<file path="config.mk">
export PLATFORM = sky130hd
export DESIGN_NAME = ts_pcr_bitrate_estimator_top
export DESIGN_NICKNAME = d
export VERILOG_FILES = /design/src/tpbe_pkg.sv /design/src/tpbe_mul.sv /design/src/tpbe_div.sv /design/src/ts_pcr_bitrate_estimator_top.sv
export SDC_FILE = /design/constraint.sdc
export NUM_CORES = 1
export LEC_CHECK = 0
export BUFFER_PORTS_ARGS = -buffer_cell sky130_fd_sc_hd__buf_4
export CORE_AREA = 2 2 215 323
export CTS_BUF_LIST = sky130_fd_sc_hd__clkbuf_4 sky130_fd_sc_hd__clkbuf_8
export DETAILED_ROUTE_END_ITERATION = 10
export DIE_AREA = 0 0 217 325
export SYNTH_ARGS = -nofsm -noshare
export SYNTH_HDL_FRONTEND = slang
export SYNTH_SLANG_ARGS = --single-unit
</file>
<file path="constraint.sdc">
create_clock -name i_clk -period 14.3 [get_ports i_clk]
set_input_delay 2.86 -clock i_clk [delete_from_list [all_inputs] [get_ports i_clk]]
set_output_delay 2.86 -clock i_clk [all_outputs]
set_load 0.01 [all_outputs]
</file>
<file path="src/tpbe_pkg.sv">
// Shared types and constants for the transport-stream PCR bit-rate estimator.
package tpbe_pkg;

    localparam int unsigned IDX_W  = 32;
    localparam int unsigned BASE_W = 33;
    localparam int unsigned EXT_W  = 9;
    localparam int unsigned RATE_W = 32;
    localparam int unsigned STAT_W = 2;

    // 188 bytes * 8 bits * 27 MHz as one constant factor of the numerator.
    localparam int unsigned K_W    = 36;
    localparam logic [K_W-1:0] RATE_K = K_W'(64'd40608000000);

    // Numerator is packet distance times the factor above.
    localparam int unsigned NUM_W  = IDX_W + K_W;
    // A positive PCR distance stays below 2^42; the signed form needs one more bit.
    localparam int unsigned DEN_W  = 42;
    localparam int unsigned DPCR_W = DEN_W + 1;

    localparam int unsigned MUL_STEPS = IDX_W;
    localparam int unsigned DIV_STEPS = NUM_W;
    localparam int unsigned SAT_STEPS = NUM_W - RATE_W;
    localparam int unsigned MUL_CNT_W = $clog2(MUL_STEPS);
    localparam int unsigned DIV_CNT_W = $clog2(DIV_STEPS);

    localparam logic [STAT_W-1:0] ST_FOUND = 2'd0;
    localparam logic [STAT_W-1:0] ST_SAT   = 2'd1;
    localparam logic [STAT_W-1:0] ST_BAD   = 2'd2;
    localparam logic [STAT_W-1:0] ST_NONE  = 2'd3;

    localparam logic [1:0] SEEN_NONE  = 2'd0;
    localparam logic [1:0] SEEN_FIRST = 2'd1;
    localparam logic [1:0] SEEN_DONE  = 2'd2;

    typedef struct packed {
        logic [IDX_W-1:0]  packet_index;
        logic              has_pcr;
        logic [BASE_W-1:0] clock_base;
        logic [EXT_W-1:0]  pcr_ext;
        logic              new_scan;
        logic              last_packet;
    } t_in_word;

    typedef struct packed {
        logic [RATE_W-1:0] bit_rate;
        logic [STAT_W-1:0] status;
    } t_out_word;

    typedef struct packed {
        logic             done;
        logic [NUM_W-1:0] prod;
    } t_mul_res;

    typedef struct packed {
        logic              done;
        logic              sat;
        logic [RATE_W-1:0] quo;
    } t_div_res;

    typedef enum logic [2:0] {
        S_IDLE,
        S_PREP,
        S_CHK,
        S_MUL,
        S_DIV,
        S_DONE
    } t_state;

endpackage

</file>
<file path="src/tpbe_mul.sv">
// Bit-serial shift-add multiplier: packet distance times the constant rate factor.
module tpbe_mul (
    input  logic                       i_clk,
    input  logic                       i_rst_n,
    input  logic                       i_start,
    input  logic [tpbe_pkg::IDX_W-1:0] i_dpkt,
    output tpbe_pkg::t_mul_res         o_res
);

    logic                           r_busy;
    logic                           r_done;
    logic [tpbe_pkg::MUL_CNT_W-1:0] r_cnt;
    logic [tpbe_pkg::NUM_W-1:0]     r_acc;
    logic [tpbe_pkg::K_W:0]         w_sum;
    logic [tpbe_pkg::NUM_W-1:0]     n_acc;

    // The upper part holds the partial product, the lower part the multiplier bits
    // that are still to be used; one bit is consumed per cycle.
    always_comb begin
        w_sum = {1'b0, r_acc[tpbe_pkg::NUM_W-1:tpbe_pkg::IDX_W]}
              + (r_acc[0] ? {1'b0, tpbe_pkg::RATE_K} : '0);
        n_acc = {w_sum, r_acc[tpbe_pkg::IDX_W-1:1]};
    end

    always_ff @(posedge i_clk) begin
        if (!i_rst_n) begin
            r_busy <= 1'b0;
            r_done <= 1'b0;
            r_cnt  <= '0;
        end else begin
            r_done <= 1'b0;
            if (i_start) begin
                r_busy <= 1'b1;
                r_cnt  <= '0;
            end else if (r_busy) begin
                r_cnt <= r_cnt + 1'b1;
                if (r_cnt == tpbe_pkg::MUL_CNT_W'(tpbe_pkg::MUL_STEPS - 1)) begin
                    r_busy <= 1'b0;
                    r_done <= 1'b1;
                end
            end
        end
    end

    always_ff @(posedge i_clk) begin
        if (i_start) begin
            r_acc <= {{tpbe_pkg::K_W{1'b0}}, i_dpkt};
        end else if (r_busy) begin
            r_acc <= n_acc;
        end
    end

    assign o_res.done = r_done;
    assign o_res.prod = r_acc;

endmodule

</file>
<file path="src/tpbe_div.sv">
// Restoring divider that retires one quotient bit per cycle and flags overflow.
module tpbe_div (
    input  logic                       i_clk,
    input  logic                       i_rst_n,
    input  logic                       i_start,
    input  logic [tpbe_pkg::NUM_W-1:0] i_num,
    input  logic [tpbe_pkg::DEN_W-1:0] i_den,
    output tpbe_pkg::t_div_res         o_res
);

    logic                           r_busy;
    logic                           r_done;
    logic                           r_sat;
    logic [tpbe_pkg::DIV_CNT_W-1:0] r_cnt;
    logic [tpbe_pkg::NUM_W-1:0]     r_num;
    logic [tpbe_pkg::DEN_W-1:0]     r_den;
    logic [tpbe_pkg::DEN_W-1:0]     r_rem;
    logic [tpbe_pkg::RATE_W-1:0]    r_quo;
    logic [tpbe_pkg::DEN_W:0]       w_trial;
    logic [tpbe_pkg::DEN_W:0]       w_diff;
    logic                           w_ge;

    always_comb begin
        w_trial = {r_rem, r_num[tpbe_pkg::NUM_W-1]};
        w_diff  = w_trial - {1'b0, r_den};
        w_ge    = (w_trial >= {1'b0, r_den});
    end

    always_ff @(posedge i_clk) begin
        if (!i_rst_n) begin
            r_busy <= 1'b0;
            r_done <= 1'b0;
            r_sat  <= 1'b0;
            r_cnt  <= '0;
        end else begin
            r_done <= 1'b0;
            if (i_start) begin
                r_busy <= 1'b1;
                r_sat  <= 1'b0;
                r_cnt  <= '0;
            end else if (r_busy) begin
                r_cnt <= r_cnt + 1'b1;
                // Any set quotient bit above the 32 kept bits means overflow.
                if (w_ge && (r_cnt < tpbe_pkg::DIV_CNT_W'(tpbe_pkg::SAT_STEPS))) begin
                    r_sat <= 1'b1;
                end
                if (r_cnt == tpbe_pkg::DIV_CNT_W'(tpbe_pkg::DIV_STEPS - 1)) begin
                    r_busy <= 1'b0;
                    r_done <= 1'b1;
                end
            end
        end
    end

    always_ff @(posedge i_clk) begin
        if (i_start) begin
            r_num <= i_num;
            r_den <= i_den;
            r_rem <= '0;
            r_quo <= '0;
        end else if (r_busy) begin
            r_num <= {r_num[tpbe_pkg::NUM_W-2:0], 1'b0};
            r_rem <= w_ge ? w_diff[tpbe_pkg::DEN_W-1:0] : w_trial[tpbe_pkg::DEN_W-1:0];
            r_quo <= {r_quo[tpbe_pkg::RATE_W-2:0], w_ge};
        end
    end

    assign o_res.done = r_done;
    assign o_res.sat  = r_sat;
    assign o_res.quo  = r_quo;

endmodule

</file>
<file path="src/ts_pcr_bitrate_estimator_top.sv">
// Top level of the transport-stream PCR bit-rate estimator.
//
//   Channel   Direction   Valid        Stall        Word
//   -------   ---------   ----------   ----------   -------------------------
//   input     in          i_in_valid   o_in_stall   i_in_word  (t_in_word)
//   result    out         o_out_valid  i_out_stall  o_out_word (t_out_word)
//
// A packet word that gives no result is taken while the block is idle. A word
// that ends the scan without a second PCR goes from taking the word to handing
// over its result. A second PCR word goes through taking the word, forming the PCR
// distance, checking its sign, the bit-serial multiplier (a shift-add step per bit
// of the packet distance, then its done flag), the divider (a step per numerator bit,
// then its done flag) and the hand-over; a bad PCR interval leaves after the check.
// The synchronous active-low reset clears the scan state and empties the output.
// A finished result waits in its own register while the output is stalled, so the
// block goes back to taking input as soon as the result has moved on; a new result
// is held back only while the previous one still sits stalled in that register.
module ts_pcr_bitrate_estimator_top (
    input  logic                i_clk,
    input  logic                i_rst_n,
    input  logic                i_in_valid,
    input  tpbe_pkg::t_in_word  i_in_word,
    output logic                o_in_stall,
    output logic                o_out_valid,
    output tpbe_pkg::t_out_word o_out_word,
    input  logic                i_out_stall
);

    tpbe_pkg::t_state r_state;
    tpbe_pkg::t_state n_state;
    logic [1:0]       r_seen;
    logic [1:0]       n_seen;
    logic [1:0]       w_seen_eff;

    // Stored first PCR of the scan.
    logic [tpbe_pkg::IDX_W-1:0]  r_first_idx;
    logic [tpbe_pkg::IDX_W-1:0]  n_first_idx;
    logic [tpbe_pkg::BASE_W-1:0] r_first_base;
    logic [tpbe_pkg::BASE_W-1:0] n_first_base;
    logic [tpbe_pkg::EXT_W-1:0]  r_first_ext;
    logic [tpbe_pkg::EXT_W-1:0]  n_first_ext;

    // Differences and second extension taken when the second PCR arrives, and the PCR distance.
    logic [tpbe_pkg::IDX_W-1:0]  r_dpkt;
    logic [tpbe_pkg::IDX_W-1:0]  n_dpkt;
    logic [tpbe_pkg::BASE_W-1:0] r_dbase;
    logic [tpbe_pkg::BASE_W-1:0] n_dbase;
    logic [tpbe_pkg::EXT_W-1:0]  r_ext;
    logic [tpbe_pkg::EXT_W-1:0]  n_ext;
    logic [tpbe_pkg::DPCR_W-1:0] r_dpcr;
    logic [tpbe_pkg::DPCR_W-1:0] n_dpcr;
    logic [tpbe_pkg::DPCR_W-1:0] w_base_wide;

    tpbe_pkg::t_out_word r_res;
    tpbe_pkg::t_out_word n_res;
    logic                r_out_valid;
    logic                n_out_valid;
    tpbe_pkg::t_out_word r_out_word;
    tpbe_pkg::t_out_word n_out_word;

    logic               w_mul_start;
    logic               w_div_start;
    tpbe_pkg::t_mul_res w_mul;
    tpbe_pkg::t_div_res w_div;

    tpbe_mul u_mul (
        .i_clk   (i_clk),
        .i_rst_n (i_rst_n),
        .i_start (w_mul_start),
        .i_dpkt  (r_dpkt),
        .o_res   (w_mul)
    );

    tpbe_div u_div (
        .i_clk   (i_clk),
        .i_rst_n (i_rst_n),
        .i_start (w_div_start),
        .i_num   (w_mul.prod),
        .i_den   (r_dpcr[tpbe_pkg::DEN_W-1:0]),
        .o_res   (w_div)
    );

    // A new scan clears the PCR count before the word itself is looked at.
    assign w_seen_eff  = i_in_word.new_scan ? tpbe_pkg::SEEN_NONE : r_seen;
    assign w_base_wide = tpbe_pkg::DPCR_W'(r_dbase);

    always_comb begin
        n_state      = r_state;
        n_seen       = r_seen;
        n_first_idx  = r_first_idx;
        n_first_base = r_first_base;
        n_first_ext  = r_first_ext;
        n_dpkt       = r_dpkt;
        n_dbase      = r_dbase;
        n_ext        = r_ext;
        n_dpcr       = r_dpcr;
        n_res        = r_res;
        n_out_valid  = r_out_valid && i_out_stall;
        n_out_word   = r_out_word;
        w_mul_start  = 1'b0;
        w_div_start  = 1'b0;

        unique case (r_state)
            tpbe_pkg::S_IDLE: begin
                if (i_in_valid) begin
                    n_seen = w_seen_eff;
                    if (w_seen_eff != tpbe_pkg::SEEN_DONE) begin
                        if (i_in_word.has_pcr && (w_seen_eff == tpbe_pkg::SEEN_FIRST)) begin
                            // Second PCR: both differences wrap at their field widths.
                            n_seen  = tpbe_pkg::SEEN_DONE;
                            n_dpkt  = i_in_word.packet_index - r_first_idx;
                            n_dbase = i_in_word.clock_base - r_first_base;
                            n_ext   = i_in_word.pcr_ext;
                            n_state = tpbe_pkg::S_PREP;
                        end else begin
                            if (i_in_word.has_pcr) begin
                                n_first_idx  = i_in_word.packet_index;
                                n_first_base = i_in_word.clock_base;
                                n_first_ext  = i_in_word.pcr_ext;
                                n_seen       = tpbe_pkg::SEEN_FIRST;
                            end
                            if (i_in_word.last_packet) begin
                                n_seen         = tpbe_pkg::SEEN_DONE;
                                n_res.bit_rate = '0;
                                n_res.status   = tpbe_pkg::ST_NONE;
                                n_state        = tpbe_pkg::S_DONE;
                            end
                        end
                    end
                end
            end
            tpbe_pkg::S_PREP: begin
                // Base difference times 300 as 256 + 32 + 8 + 4, plus the
                // extension difference taken second minus first.
                n_dpcr = (w_base_wide << 8) + (w_base_wide << 5)
                       + (w_base_wide << 3) + (w_base_wide << 2)
                       + tpbe_pkg::DPCR_W'(r_ext)
                       - tpbe_pkg::DPCR_W'(r_first_ext);
                n_state = tpbe_pkg::S_CHK;
            end
            tpbe_pkg::S_CHK: begin
                if (r_dpcr[tpbe_pkg::DPCR_W-1] || (r_dpcr == '0)) begin
                    n_res.bit_rate = '0;
                    n_res.status   = tpbe_pkg::ST_BAD;
                    n_state        = tpbe_pkg::S_DONE;
                end else begin
                    w_mul_start = 1'b1;
                    n_state     = tpbe_pkg::S_MUL;
                end
            end
            tpbe_pkg::S_MUL: begin
                if (w_mul.done) begin
                    w_div_start = 1'b1;
                    n_state     = tpbe_pkg::S_DIV;
                end
            end
            tpbe_pkg::S_DIV: begin
                if (w_div.done) begin
                    if (w_div.sat) begin
                        n_res.bit_rate = '1;
                        n_res.status   = tpbe_pkg::ST_SAT;
                    end else begin
                        n_res.bit_rate = w_div.quo;
                        n_res.status   = tpbe_pkg::ST_FOUND;
                    end
                    n_state = tpbe_pkg::S_DONE;
                end
            end
            tpbe_pkg::S_DONE: begin
                // Hand the result over once the output register is free.
                if (!r_out_valid || !i_out_stall) begin
                    n_out_valid = 1'b1;
                    n_out_word  = r_res;
                    n_state     = tpbe_pkg::S_IDLE;
                end
            end
            default: begin
                n_state = tpbe_pkg::S_IDLE;
            end
        endcase
    end

    always_ff @(posedge i_clk) begin
        if (!i_rst_n) begin
            r_state     <= tpbe_pkg::S_IDLE;
            r_seen      <= tpbe_pkg::SEEN_NONE;
            r_out_valid <= 1'b0;
        end else begin
            r_state     <= n_state;
            r_seen      <= n_seen;
            r_out_valid <= n_out_valid;
        end
    end

    always_ff @(posedge i_clk) begin
        r_first_idx  <= n_first_idx;
        r_first_base <= n_first_base;
        r_first_ext  <= n_first_ext;
        r_dpkt       <= n_dpkt;
        r_dbase      <= n_dbase;
        r_ext        <= n_ext;
        r_dpcr       <= n_dpcr;
        r_res        <= n_res;
        r_out_word   <= n_out_word;
    end

    assign o_in_stall  = (r_state != tpbe_pkg::S_IDLE);
    assign o_out_valid = r_out_valid;
    assign o_out_word  = r_out_word;

endmodule

</file>
==> impl_metrics.toml <==
[clock_network]
cts_root_buffer = "sky130_fd_sc_hd__clkbuf_8"
holdBufCountCts = 0
path_clk_slew_ps = 60
ctsLongestPathBuffers = 3
cts_post_setup_buffers_inserted = 0
tritoncts = "built"
clock_sinks = 534
cts.repair.resized = 0
htreeDepth = 3
cts_inserted_buffers = 85
clk-insertion-delay-late_ps = 690

[yosys]
synth_top_area_cell = "sky130_fd_sc_hd__edfxtp_1"
top_cells_by_instance_count_after_synthesis = "sky130_fd_sc_hd__nand2_1 (403), sky130_fd_sc_hd__edfxtp_1 (401), sky130_fd_sc_hd__inv_1 (358)"
synth.yosys.seq_area_share = 0.4851
async_reset_ff_frac = 0
yosysWarningCount = 0
postSynthRegisterBits = 534
synthesis.area_per_instance_um2 = 10.39
net_count_synth = 3311
ys.flop_type = "sky130_fd_sc_hd__edfxtp_1"
yosys.area.top_type_share = 0.3973
synth_area_um2 = 30310
number_of_enable_type_register_cells_in_the_synthesized_netlist = 401
syn_inst = 2917
netlist-cell-type-count = 78
synthMostInstantiatedCell = "sky130_fd_sc_hd__nand2_1"
most_area_consuming_cells_after_synthesis = "sky130_fd_sc_hd__edfxtp_1 (40%), sky130_fd_sc_hd__ha_1 (9.8%), sky130_fd_sc_hd__dfxtp_1 (8.8%)"

[detailed_routing]
detailroute.via_count = 20257
routed_wl_um = 56660
drtIter0Drc = 809
drt-pass1-iter-count = 5
detail-route-antenna-nets = 0
drcViolationCount = 0
via_per_inst = 5.044
post_drt_wl_per_cell_um = 14.11

[timing]
max_clock_freq_mhz = 181.4
timing.slew.headroom = 0.2473
clock_skew_ps = 34.84
worst-slew-pin-transition_ps = 1128
tmin_final_ps = 5512
final_min_period_over_clock_period = 0.3854
final-setup-viol-count = 0
finalSetupTns_ps = 0
setup_ws_ps = 8788
hold_viol_final = 0
grt_setup_unrepaired = "false"
max_transition_viols_final = 0

[critical_path]
required_ps = 14740
cp_data_arrival_time_ps = 5950
reg2reg_slack_ps = 9080
critical_path.startpoint_type = "primary input"
worst_r2r_path_depth = 16
worstReg2RegStart = "r_dbase[2]"
cp_max_fo = 4
path_class = "primary input to register"
critPathCaptureType = "register"
critical_path.reg2reg.endpoint = "r_dpcr[40]"

[place]
dp_hpwl_um = 40980
final_estimated_routing_congestion_in_global_placement = 0.8621
post-place-ws_ps = 8066
place.detailed.instances = 3860
port_buffers = 116
placement.cell_area_um2 = 32160

[power_and_ir_drop]
power_density_nw_per_um2 = 128.1
power.switching_fraction = 0.3004
share_clk_of_total_power = 0.301
post-layout-total-power_uw = 4337
peakVddDrop_mv = 0.09353
internal_power_uw = 3034
portion_of_total_power_attributed_to_combinational_logic = 0.232
power.leakage_uw = 0.01465
p_sw_uw = 1303
seq_power_share = 0.468

[global_routing]
wire_length_of_the_first_global_routing_pass_um = 95520
number_of_global_route_vias_before_repair = 20525
grt_antenna_before_repair = 1
globalRouteTotalUtil = 0.1620
gr-total-overflow = 0
pin_count_of_the_biggest_net_entering_global_routing = 81

[floorplanning]
core-area_um2 = 67630
initial_utilization = 0.4482
floorplan.rows = 117
die_area_um2 = 70530
chipWidth_um = 217
die_height_um = 325
design.portCount = 117

[min_path]
hold-path-endpoint = "o_out_word[24]"
hold-path-cell-count = 0
holdCritPathClass = "register to register"
min-delay-start = "r_res[24]"

[final_layout]
stdcell_area_um2 = 33860
post_route_cells_drive_above_1_share = 0.09958
final-instance-count-excl-fill = 4016
syn2layout_area_growth_pct = 11.71
finalNetCount = 3449

[outcome]
status = "completed"

[run]
maxCapViolCount = 0
==> layout by cell type, fill, tap and decap left out, types with 7 or more instances in the layout <==
master	synthesis	final
sky130_fd_sc_hd__clkinv_2	0	13
sky130_fd_sc_hd__nand3b_1	9	9
sky130_fd_sc_hd__nand3_1	43	42
sky130_fd_sc_hd__nor2_1	214	212
sky130_fd_sc_hd__ha_1	238	238
sky130_fd_sc_hd__o211ai_1	11	11
sky130_fd_sc_hd__a41oi_1	8	8
sky130_fd_sc_hd__o31ai_1	12	11
sky130_fd_sc_hd__xnor2_1	95	95
sky130_fd_sc_hd__a211oi_1	13	13
sky130_fd_sc_hd__nor4_1	14	14
sky130_fd_sc_hd__a21o_1	84	84
sky130_fd_sc_hd__nand2_1	403	403
sky130_fd_sc_hd__buf_4	1	132
sky130_fd_sc_hd__o21ai_1	14	14
sky130_fd_sc_hd__nor2b_1	26	26
sky130_fd_sc_hd__a21oi_1	144	143
sky130_fd_sc_hd__nor3_1	29	28
sky130_fd_sc_hd__edfxtp_1	401	401
sky130_fd_sc_hd__fa_1	75	75
sky130_fd_sc_hd__clkbuf_4	0	30
sky130_fd_sc_hd__a31oi_1	27	27
sky130_fd_sc_hd__or2_2	10	10
sky130_fd_sc_hd__or3_1	11	11
sky130_fd_sc_hd__o21bai_1	21	21
sky130_fd_sc_hd__clkinv_1	0	12
sky130_fd_sc_hd__nand2b_1	25	25
sky130_fd_sc_hd__inv_1	358	356
sky130_fd_sc_hd__clkbuf_8	0	89
sky130_fd_sc_hd__xor2_1	45	45
sky130_fd_sc_hd__and2_1	19	19
sky130_fd_sc_hd__o21a_1	26	26
sky130_fd_sc_hd__and3_1	26	26
sky130_fd_sc_hd__a21boi_0	7	7
sky130_fd_sc_hd__a32oi_1	13	13
sky130_fd_sc_hd__dfxtp_1	133	131
sky130_fd_sc_hd__nand4_1	17	17
sky130_fd_sc_hd__mux2i_1	87	87
sky130_fd_sc_hd__o21ai_0	91	91
==> state kept, by name, indices dropped and copies added (netlist names), 2 cells and up <==
signal / flops
o_out_word: 34
r_dbase: 33
r_dpcr: 43
r_dpkt: 32
r_ext: 9
r_first_base: 33
r_first_ext: 9
r_first_idx: 32
r_res: 34
r_seen: 2
r_state: 3
u_div.r_cnt: 7
u_div.r_den: 42
u_div.r_num: 68
u_div.r_quo: 32
u_div.r_rem: 42
u_mul.r_acc: 68
u_mul.r_cnt: 5
==> cells by family after synthesis <==
family	count (synthesis)	synth area share
buf+inv	439	0.05531
fa+ha+maj	313	0.1478
xor+xnor	140	0.04045
flops	534	0.4851
compound gates	527	0.1133
mux	88	0.02910
simple gates	876	0.1289
==> routing by layer <==
layer / up-vias / share of wire / track usage / routed length [um]
met2: 352 / 0.50 / 0.2880 / 28180
met3: 113 / 0.035 / 0.02309 / 1975
met4: 0 / 0.033 / 0.07490 / 1843
li1: 10409 / - / - / -
met1: 9383 / 0.44 / 0.1918 / 24650
met5: - / 0 / 0 / 0
==> worst max path at each step <==
stage	from	endpoint	slack [ps]	depth (start not counted)
final	i_in_word[45]	r_dpkt[26]	8790	14
after global routing	i_in_word[45]	r_dpkt[26]	8570	14
after CTS	i_in_word[45]	r_dpkt[26]	8850	14
after detailed placement	i_in_word[45]	r_dpkt[26]	8070	14
after global placement	i_in_word[45]	r_dpkt[28]	8130	14
after floorplan	i_in_word[1]	r_first_base[0]	5160	4
==> power by group through the flow <==
stage	combinational (uW)	sequential, uW	clock [uW]
final	1000	2030	1300
after global routing	1140	2050	1410
after CTS	1010	2030	1360
after detailed placement	1000	2060	0
after global placement	981	2050	0
after floorplan	780	2030	0
==> final cells by class <==
type,count,area (um2)
Antenna cell,1,2.502
Clock buffer,119,1450
Clock inverter,36,254.0
Fill cell,6259,33770
Inverter,358,1346
Multi-Input combinational cell,1944,13990
Sequential cell,534,14710
Tap cell,892,1116
Timing Repair Buffer,132,991.0
==> worst max-delay path, stage by stage <==
cell and delay, ps:
sky130_fd_sc_hd__buf_4 80, sky130_fd_sc_hd__inv_1 40, sky130_fd_sc_hd__ha_1 220, sky130_fd_sc_hd__fa_1 410, sky130_fd_sc_hd__nor2b_1 140, sky130_fd_sc_hd__o21a_1 170, sky130_fd_sc_hd__o21ai_1 110, sky130_fd_sc_hd__a211oi_1 380
sky130_fd_sc_hd__a211oi_1 170, sky130_fd_sc_hd__o31ai_1 430, sky130_fd_sc_hd__or3b_1 420, sky130_fd_sc_hd__a21boi_1 260, sky130_fd_sc_hd__a21oi_1 130, sky130_fd_sc_hd__xnor2_1 130
==> metrics by stage <==
step                      hold WS [ps]  utilization
after floorplan                  400.3            -
after global placement           401.2       0.4755
after detailed placement         404.5       0.4755
after CTS                        418.8       0.5006
after global routing             422.8       0.5007
final                            417.5       0.5007
No activity file was read; power rests on OpenSTA's default activity.
